===== config.mk =====
export PLATFORM = sky130hd
export DESIGN_NAME = size_category_code_packer_flat
export DESIGN_NICKNAME = d
export VERILOG_FILES = /design/src/sv/sccp_pkg.sv /design/src/sv/sccp_if.sv /design/src/sv/size_category_code_packer.sv /design/src/sv/sccp_encoder.sv /design/src/sv/sccp_packer.sv /design/src/sv/sccp_res_fifo.sv /design/src/flat_wrapper.sv
export SDC_FILE = /design/constraint.sdc
export NUM_CORES = 1
export LEC_CHECK = 0
export ABC_AREA = 1
export BUFFER_PORTS_ARGS = -buffer_cell sky130_fd_sc_hd__buf_4
export CELL_PAD_IN_SITES_DETAIL_PLACEMENT = 1
export CELL_PAD_IN_SITES_GLOBAL_PLACEMENT = 2
export CORE_ASPECT_RATIO = 2
export CORE_MARGIN = 5
export CORE_UTILIZATION = 33
export CTS_CLUSTER_DIAMETER = 150
export CTS_CLUSTER_SIZE = 10
export DETAILED_ROUTE_END_ITERATION = 8
export PLACE_DENSITY_LB_ADDON = 0.1
export SYNTH_ARGS = -nofsm -noshare
export SYNTH_HDL_FRONTEND = slang
export SYNTH_SLANG_ARGS = --single-unit

===== constraint.sdc =====
create_clock -name clk -period 3.6 [get_ports clk]
set_clock_uncertainty 0.2 [all_clocks]
set_input_delay 0.18 -clock clk [delete_from_list [all_inputs] [get_ports clk]]
set_output_delay 0.18 -clock clk [all_outputs]
set_load 0.01 [all_outputs]

===== src/sv/sccp_pkg.sv =====
// ----------------------------------------------------------------------------
// sccp_pkg
// Shared types, widths and the DC luminance prefix table for the packer.
// ----------------------------------------------------------------------------
`default_nettype none

package sccp_pkg;

    localparam int DEFAULT_WORD_BITS = 32;
    localparam int VALUE_W           = 10;
    localparam int SIZE_W            = 4;
    localparam int CODE_W            = 16;
    localparam int LEN_W             = 5;
    localparam int NUM_SIZES         = 10;

    localparam logic [6:0] PREFIX_CODE [NUM_SIZES] = '{
        7'd0, 7'd2, 7'd3, 7'd4, 7'd5, 7'd6, 7'd14, 7'd30, 7'd62, 7'd126
    };

    localparam logic [2:0] PREFIX_LEN [NUM_SIZES] = '{
        3'd2, 3'd3, 3'd3, 3'd3, 3'd3, 3'd3, 3'd4, 3'd5, 3'd6, 3'd7
    };

    typedef struct packed {
        logic [CODE_W-1:0] code;
        logic [LEN_W-1:0]  len;
        logic              last;
    } enc_t;

endpackage

`default_nettype wire


===== src/sv/sccp_if.sv =====
// ----------------------------------------------------------------------------
// sccp_if
// Request channels: coefficient input and packed word output.
// ----------------------------------------------------------------------------
`default_nettype none

interface sccp_in_if;
    logic                           valid;
    logic                           ready;
    logic signed [sccp_pkg::VALUE_W-1:0] value;
    logic                           last;

    modport source (output valid, output value, output last, input ready);
    modport sink   (input valid, input value, input last, output ready);
endinterface

interface sccp_out_if #(
    parameter int WORD_BITS = sccp_pkg::DEFAULT_WORD_BITS
);
    localparam int VB_W = $clog2(WORD_BITS + 1);

    logic                 valid;
    logic                 ready;
    logic [WORD_BITS-1:0] word;
    logic [VB_W-1:0]      valid_bits;
    logic                 final_word;

    modport source (output valid, output word, output valid_bits, output final_word,
                    input ready);
    modport sink   (input valid, input word, input valid_bits, input final_word,
                    output ready);
endinterface

`default_nettype wire


===== src/sv/size_category_code_packer.sv =====
// ----------------------------------------------------------------------------
// size_category_code_packer
// Size-category prefix coder and MSB-first word packer.
// ----------------------------------------------------------------------------
// Usage:
//   coef   : one signed coefficient per request, with last marking the end
//            of a stream.
//   stream : packed words, WORD_BITS bits each, MSB first; on last the
//            remaining partial word is flushed right-aligned with its bit
//            count and final_word set.
//   One coefficient is accepted every cycle while the output queue has room.
//   A word passes through the code register and the output queue to stream.
//   A coefficient that both fills a word and flushes a partial one yields
//   two words, drained one per cycle while stream is ready from a four-entry
//   output queue; coef is accepted while that queue has room for two words.
//   When stream stalls, the queue fills and then coef.ready drops; nothing
//   is lost. Reset empties the queue and the accumulator.
// ----------------------------------------------------------------------------
`default_nettype none

module size_category_code_packer #(
    parameter int WORD_BITS = sccp_pkg::DEFAULT_WORD_BITS
) (
    input  wire logic  clk,
    input  wire logic  rst_n,
    sccp_in_if.sink    coef,
    sccp_out_if.source stream
);

    localparam int VB_W  = $clog2(WORD_BITS + 1);
    localparam int RES_W = WORD_BITS + VB_W + 1;

    sccp_pkg::enc_t   enc;
    logic             room;
    logic             push0;
    logic             push1;
    logic [RES_W-1:0] data0;
    logic [RES_W-1:0] data1;
    logic [RES_W-1:0] dout;

    sccp_encoder u_encoder (
        .value (coef.value),
        .last  (coef.last),
        .enc   (enc)
    );

    sccp_packer #(
        .WORD_BITS (WORD_BITS),
        .VB_W      (VB_W),
        .RES_W     (RES_W)
    ) u_packer (
        .clk       (clk),
        .rst_n     (rst_n),
        .enc_valid (coef.valid),
        .enc_ready (coef.ready),
        .enc       (enc),
        .room      (room),
        .push0     (push0),
        .push1     (push1),
        .data0     (data0),
        .data1     (data1)
    );

    sccp_res_fifo #(
        .DATA_W (RES_W)
    ) u_res_fifo (
        .clk        (clk),
        .rst_n      (rst_n),
        .push0      (push0),
        .push1      (push1),
        .data0      (data0),
        .data1      (data1),
        .room       (room),
        .dout_valid (stream.valid),
        .dout_ready (stream.ready),
        .dout       (dout)
    );

    assign stream.word       = dout[RES_W-1 -: WORD_BITS];
    assign stream.valid_bits = dout[VB_W:1];
    assign stream.final_word = dout[0];

endmodule

`default_nettype wire


===== src/sv/sccp_encoder.sv =====
// ----------------------------------------------------------------------------
// sccp_encoder
// Size category, prefix and magnitude bits of one coefficient.
// ----------------------------------------------------------------------------
`default_nettype none

module sccp_encoder (
    input  wire logic signed [sccp_pkg::VALUE_W-1:0] value,
    input  wire logic                                last,
    output sccp_pkg::enc_t                           enc
);

    logic [sccp_pkg::VALUE_W-1:0] neg_mag;
    logic [sccp_pkg::VALUE_W-2:0] mag;
    logic [sccp_pkg::SIZE_W-1:0]  size;
    logic [sccp_pkg::VALUE_W-2:0] size_mask;
    logic [sccp_pkg::VALUE_W-2:0] mag_bits;
    logic [sccp_pkg::CODE_W-1:0]  prefix;

    always_comb
    begin
        neg_mag = ~value + sccp_pkg::VALUE_W'(1);
        if (!value[sccp_pkg::VALUE_W-1])
        begin
            mag = value[sccp_pkg::VALUE_W-2:0];
        end
        else if (neg_mag[sccp_pkg::VALUE_W-1])
        begin
            // most negative pattern: saturate
            mag = '1;
        end
        else
        begin
            mag = neg_mag[sccp_pkg::VALUE_W-2:0];
        end

        size = '0;
        for (int i = 0; i < sccp_pkg::VALUE_W - 1; i++)
        begin
            if (mag[i])
            begin
                size = sccp_pkg::SIZE_W'(i + 1);
            end
        end

        size_mask = ~({(sccp_pkg::VALUE_W-1){1'b1}} << size);
        mag_bits  = value[sccp_pkg::VALUE_W-1] ? (~mag & size_mask) : mag;

        prefix   = sccp_pkg::CODE_W'(sccp_pkg::PREFIX_CODE[size]) << size;
        enc.code = prefix | sccp_pkg::CODE_W'(mag_bits);
        enc.len  = sccp_pkg::LEN_W'(sccp_pkg::PREFIX_LEN[size]) + sccp_pkg::LEN_W'(size);
        enc.last = last;
    end

endmodule

`default_nettype wire


===== src/sv/sccp_packer.sv =====
// ----------------------------------------------------------------------------
// sccp_packer
// Code register and bit accumulator; forms up to two words per code.
// ----------------------------------------------------------------------------
`default_nettype none

module sccp_packer #(
    parameter int WORD_BITS = sccp_pkg::DEFAULT_WORD_BITS,
    parameter int VB_W      = $clog2(WORD_BITS + 1),
    parameter int RES_W     = WORD_BITS + VB_W + 1
) (
    input  wire logic           clk,
    input  wire logic           rst_n,
    input  wire logic           enc_valid,
    output logic                enc_ready,
    input  wire sccp_pkg::enc_t enc,
    input  wire logic           room,
    output logic                push0,
    output logic                push1,
    output logic [RES_W-1:0]    data0,
    output logic [RES_W-1:0]    data1
);

    localparam int CW = WORD_BITS + sccp_pkg::CODE_W;
    localparam int FW = $clog2(WORD_BITS);
    localparam int TW = $clog2(2 * WORD_BITS);

    logic                 a_valid_reg;
    sccp_pkg::enc_t       a_reg;
    logic [WORD_BITS-1:0] acc_reg;
    logic [WORD_BITS-1:0] acc_next;
    logic [FW-1:0]        fill_reg;
    logic [FW-1:0]        fill_next;

    logic                 advance;
    logic [CW-1:0]        comb;
    logic [TW-1:0]        total;
    logic [TW-1:0]        rest;
    logic                 full;
    logic [WORD_BITS-1:0] word_full;
    logic [WORD_BITS-1:0] acc_after;
    logic [FW-1:0]        fill_after;
    logic                 has_part;
    logic [RES_W-1:0]     res_full;
    logic [RES_W-1:0]     res_part;

    assign advance   = a_valid_reg && room;
    assign enc_ready = !a_valid_reg || room;

    always_comb
    begin
        comb  = (CW'(acc_reg) << a_reg.len) | CW'(a_reg.code);
        total = TW'(fill_reg) + TW'(a_reg.len);
        full  = total >= TW'(WORD_BITS);
        rest  = total - TW'(WORD_BITS);
        word_full = WORD_BITS'(comb >> rest);

        if (full)
        begin
            acc_after  = WORD_BITS'(comb & ((CW'(1) << rest) - CW'(1)));
            fill_after = FW'(rest);
        end
        else
        begin
            acc_after  = WORD_BITS'(comb);
            fill_after = FW'(total);
        end

        has_part = a_reg.last && (fill_after != '0);
        res_full = {word_full, VB_W'(WORD_BITS), a_reg.last && (rest == '0)};
        res_part = {acc_after, VB_W'(fill_after), 1'b1};

        push0 = advance && (full || has_part);
        push1 = advance && full && has_part;
        data0 = full ? res_full : res_part;
        data1 = res_part;

        if (a_reg.last)
        begin
            acc_next  = '0;
            fill_next = '0;
        end
        else
        begin
            acc_next  = acc_after;
            fill_next = fill_after;
        end
    end

    always_ff @(posedge clk or negedge rst_n)
    begin
        if (!rst_n)
        begin
            a_valid_reg <= 1'b0;
            acc_reg     <= '0;
            fill_reg    <= '0;
        end
        else
        begin
            if (enc_ready)
            begin
                a_valid_reg <= enc_valid;
            end
            if (advance)
            begin
                acc_reg  <= acc_next;
                fill_reg <= fill_next;
            end
        end
    end

    always_ff @(posedge clk)
    begin
        if (enc_ready && enc_valid)
        begin
            a_reg <= enc;
        end
    end

endmodule

`default_nettype wire


===== src/sv/sccp_res_fifo.sv =====
// ----------------------------------------------------------------------------
// sccp_res_fifo
// Four-entry result queue taking up to two words per cycle.
// ----------------------------------------------------------------------------
`default_nettype none

module sccp_res_fifo #(
    parameter int DATA_W = 39
) (
    input  wire logic              clk,
    input  wire logic              rst_n,
    input  wire logic              push0,
    input  wire logic              push1,
    input  wire logic [DATA_W-1:0] data0,
    input  wire logic [DATA_W-1:0] data1,
    output logic                   room,
    output logic                   dout_valid,
    input  wire logic              dout_ready,
    output logic [DATA_W-1:0]      dout
);

    localparam int DEPTH = 4;
    localparam int PW    = $clog2(DEPTH);
    localparam int CNT_W = $clog2(DEPTH + 1);

    logic [DATA_W-1:0] mem_reg [DEPTH];
    logic [PW-1:0]     wr_ptr_reg;
    logic [PW-1:0]     rd_ptr_reg;
    logic [CNT_W-1:0]  count_reg;
    logic [CNT_W-1:0]  count_next;
    logic              pop;
    logic [PW-1:0]     wr_ptr_1;

    assign room       = count_reg <= CNT_W'(DEPTH - 2);
    assign dout_valid = count_reg != '0;
    assign dout       = mem_reg[rd_ptr_reg];
    assign pop        = dout_valid && dout_ready;
    assign wr_ptr_1   = wr_ptr_reg + PW'(1);
    assign count_next = count_reg + CNT_W'(push0) + CNT_W'(push1) - CNT_W'(pop);

    always_ff @(posedge clk or negedge rst_n)
    begin
        if (!rst_n)
        begin
            wr_ptr_reg <= '0;
            rd_ptr_reg <= '0;
            count_reg  <= '0;
        end
        else
        begin
            wr_ptr_reg <= wr_ptr_reg + PW'(push0) + PW'(push1);
            if (pop)
            begin
                rd_ptr_reg <= rd_ptr_reg + PW'(1);
            end
            count_reg <= count_next;
        end
    end

    always_ff @(posedge clk)
    begin
        if (push0)
        begin
            mem_reg[wr_ptr_reg] <= data0;
        end
        if (push1)
        begin
            mem_reg[wr_ptr_1] <= data1;
        end
    end

endmodule

`default_nettype wire


===== src/flat_wrapper.sv =====
// flat-port wrapper written by rule: the top's interface ports become plain ports
module size_category_code_packer_flat 
#(
    parameter int WORD_BITS = sccp_pkg::DEFAULT_WORD_BITS
)
  (clk, rst_n, coef_valid, coef_value, coef_last, coef_ready, stream_valid, stream_word, stream_valid_bits, stream_final_word, stream_ready);
  sccp_in_if coef_i ();
  sccp_out_if #(.WORD_BITS(WORD_BITS)) stream_i ();
  input  wire logic clk;
  input  wire logic rst_n;
  input wire logic [$bits(coef_i.valid)-1:0] coef_valid;
  input wire logic [$bits(coef_i.value)-1:0] coef_value;
  input wire logic [$bits(coef_i.last)-1:0] coef_last;
  output wire logic [$bits(coef_i.ready)-1:0] coef_ready;
  output wire logic [$bits(stream_i.valid)-1:0] stream_valid;
  output wire logic [$bits(stream_i.word)-1:0] stream_word;
  output wire logic [$bits(stream_i.valid_bits)-1:0] stream_valid_bits;
  output wire logic [$bits(stream_i.final_word)-1:0] stream_final_word;
  input wire logic [$bits(stream_i.ready)-1:0] stream_ready;
  assign coef_i.valid = coef_valid;
  assign coef_i.value = coef_value;
  assign coef_i.last = coef_last;
  assign coef_ready = coef_i.ready;
  assign stream_valid = stream_i.valid;
  assign stream_word = stream_i.word;
  assign stream_valid_bits = stream_i.valid_bits;
  assign stream_final_word = stream_i.final_word;
  assign stream_i.ready = stream_ready;
  size_category_code_packer #(.WORD_BITS(WORD_BITS)) u_core (.clk(clk), .rst_n(rst_n), .coef(coef_i), .stream(stream_i));
endmodule

==> implementation parameters <==
Parameter                              Value

Setup path
  Setup Crit Path Kind    reg -> reg
  Length in cells of the worst reg-to-reg path    17
  Biggest cell delay along the critical path    0.44 ns
  Critical path arrival    3.77 ns
  Slowest cell on the critical path    edfxtp_1
  Reg2Reg Setup Slack    -0.06 ns
  CP Max Fanout    5
  Beginning of the critical path    u_core.u_packer.a_reg[1]
  Crit Reg-Reg Startpoint    u_core.u_packer.a_reg[1]
  Sort of element at the end of the critical path    register
  Largest delay contributor family on the critical path    simple AND/OR/NAND/NOR gates
  Critical R2R Capture    u_core.u_res_fifo.mem_reg[3][31]
  CP Cell Sequence    ha_2 -> fa_2 -> or2_1 -> nand2_2 -> buf_6 -> buf_6 -> nor2_2 -> nand2_1 -> buf_4 -> nor2_4 -> nor2_4 -> nand3_4 -> nor2_4 -> buf_6 -> nand4_1 -> nand4_1 -> nand2_1
  Nature of the critical path startpoint    register
  Worst path bufs/invs    4
  Required time reported for the critical path endpoint    3.71 ns

Die
  Width of the die    170 µm
  Starting Density    0.333
  Area enclosed by the die boundary    0.0563 mm²
  Site Rows    117
  Top-level I/O count    56
  Floorplan Core Area    0.0509 mm²
  Die height    331 µm

Power and ir drop
  Worst voltage drop across the vdd grid    0.580 mV
  PD cells    1190 mW/mm²
  Net Sw Power    0.0159 W
  Leakage power total    10.9 nW
  Sequential fraction of design power    0.136
  Part of the total power dissipated in combinational logic    0.774
  Internal Power    0.0123 W
  Sw Ratio    0.563
  Part of the power in the clock network    0.090

Final layout
  Flip-flop count of the largest register after layout    156
  Final core occ    0.466
  Number of nets in the final layout    2,939
  Diode insertion count for antenna repair    0
  Most frequent standard cell in the layout excluding fill and tap cells    nand2_1
  Finished layout cell area    0.0237 mm²
  Final std cells w/o fill    3,576
  Area added between synthesis and finish    40.0%
  Most frequent cells in the layout    679 x nand2_1, 630 x nand3_1, 397 x buf_4
  Fraction of final layout cells sized beyond drive strength 1    0.271

Yosys
  Post-synth top flop    edfxtp_1
  Synth Area per Inst    6.69 µm²
  Dominant combinational cell family by area after synthesis    simple AND/OR/NAND/NOR gates
  Sequential share of the synthesized area    0.375
  Cell area after synthesis    0.0170 mm²
  Adder-cell share of the synthesized area    0.0184
  Syn Nets    2,571
  Async SR Flop Fraction    0.203
  Portion of netlist area occupied by mux cells    0
  Number of synthesis warnings    0
  Post-synthesis simple-gate area fraction    0.448
  Post-synthesis compound-gate area fraction    0.0877
  Count of flip-flops with a built-in enable after synthesis    169
  Synth Register Bits    222
  Share of the synthesized netlist area taken by xor and xnor gates    0.00664
  Number of instances in the synthesized netlist    2,534
  Count of unique library cells instantiated by Yosys    48

Timing
  Transition time at the pin with the least slew margin    0.794 ns
  Fmax    273 MHz
  Final worst slack    -0.0585 ns
  Setup repair after global routing missed its margin    yes
  # setup viols final    6
  Rel. slew slack    0.471
  Period Utilization, post-route    1.02
  Final-layout setup total negative slack    -0.245 ns
  Final Hold Violating Endpoints    0
  Shortest clock period the worst path allows after layout    3.66 ns
  Max-slew violation count    0

Outcome
  Status    finished with violations
  Failing checks    negative setup slack

Clock tree
  Total clock sinks    222
  Number of clock buffers inserted by TritonCTS    26
  Cell at the root of the clock tree    clkbuf_16
  CTS tree    yes
  Max Root-Sink Buffers    3
  Skew-Pair Late Insertion Delay    0.59 ns
  Clock slew at reported path FFs    0.07 ns
  H-tree level count    1

GRT
  Pin count of the biggest net entering global routing    57
  Remaining global-route overflow    0
  Tot GR Track Use    0.354
  Global-route wire length before repair    144,000 µm
  Antenna violations before repair    1
  Vias in the first global route    21,900

Min path
  Class of the tightest hold or removal check    in -> async

Job
  MaxCap Viol Count    0

Route
  Final routed wire length divided by cell count    28.9 µm
  Pre-Repair DR Iteration Count    6
  Number of DRC markers in iteration 0    1,316
  Via density per instance    5.83
  Remaining antenna violation count after routing    0
  Routed vias    20,800
  Final routed DRC violation total    0
  Total wire length    103,000 µm

Placed design
  Detailed Place HPWL    79,900 µm
  Cell area reported after detailed placement    0.0209 mm²
  Worst slack at placement    -0.456 ns
  Number of buffers added on ports    55
  Placed Cells incl. Taps    3,470
  Final Wtd Congestion    1.10
==> synthesized netlist by cell type (6+ instances only) <==
cell | number | area share
nand2_1 | 738 | 0.16
nand3_1 | 717 | 0.21
nor2_1 | 193 | 0.043
edfxtp_1 | 169 | 0.30
o21ai_0 | 142 | 0.042
inv_1 | 115 | 0.025
clkbuf_1 | 96 | 0.021
dfrtp_1 | 45 | 0.066
o22ai_1 | 41 | 0.015
buf_1 | 39 | 0.0086
nand4_1 | 33 | 0.012
o21ai_1 | 33 | 0.0097
a21oi_1 | 31 | 0.0091
buf_2 | 19 | 0.0056
ha_1 | 17 | 0.013
nor3_1 | 11 | 0.0032
dfxtp_1 | 8 | 0.0094
nor2_2 | 8 | 0.0030
nand3b_1 | 7 | 0.0031
xor2_1 | 7 | 0.0036
inv_2 | 6 | 0.0013
==> layout make-up <==
| cell class | instances | area [µm²] |
|---|---|---|
| clock buffer | 47 | 751 |
| clock inverter | 1 | 8.76 |
| fill | 6358 | 27200 |
| inverter | 125 | 497 |
| multi-input combinational | 2031 | 10800 |
| sequential | 222 | 6360 |
| tap | 654 | 818 |
| timing repair buffer | 496 | 4480 |
==> stage by stage <==
stage / power [W] / hold slack (ns)
after global routing: 0.0295 / 0.0867
after CTS: 0.0263 / 0.0166
after floorplan: 0.0129 / -0.316
after global placement: 0.0228 / 0.101
after detailed placement: 0.0231 / 0.104
final: 0.0282 / 0.0281
==> power by group through the flow <==
stage / combinational [W] / clock, W / sequential [W]
floorplan: 0.00931 / 0 / 0.00359
global placement: 0.0189 / 0 / 0.00384
detailed placement: 0.0193 / 0 / 0.00386
CTS: 0.0199 / 0.00256 / 0.00382
global route: 0.0230 / 0.00264 / 0.00387
finish: 0.0218 / 0.00253 / 0.00384
==> worst max path at each step <==
stage | slack, ns | endpoint | depth (start not counted)
floorplan | 0.13 | u_core.u_res_fifo.mem_reg[1][10] | 14
global placement | -0.34 | u_core.u_res_fifo.mem_reg[3][30] | 16
detailed placement | -0.46 | u_core.u_res_fifo.mem_reg[1][30] | 17
CTS | -0.06 | u_core.u_res_fifo.mem_reg[2][31] | 18
global route | -0.14 | u_core.u_res_fifo.mem_reg[2][31] | 17
finish | -0.06 | u_core.u_res_fifo.mem_reg[3][31] | 17
==> kinds of logic after synthesis <==
group,Yosys count
simple gates,1725
buf+inv,281
flops,222
compound gates,272
fa+ha+maj,22
xor+xnor,12
==> repair_timing <==
action / in CTS / in global routing
setup buffers: 15 / 26
resized for setup: 88 / 283
pin swaps: 25 / 67
endpoints found under the setup margin: 312 / 189
cloned: 0 / 4
hold buffers: 14 / 0
hold endpoints to repair: 59 / 0
==> per-layer routing <==
layer / GRT usage / routed length (µm) / vias to the layer above
li1: - / - / 9448
met1: 0.327 / 32400 / 10300
met2: 0.640 / 53400 / 708
met3: 0.0506 / 4590 / 353
met4: 0.347 / 12800 / 2
met5: 0 / 13 / -
Note: power is estimated with default switching activity, not from simulation.
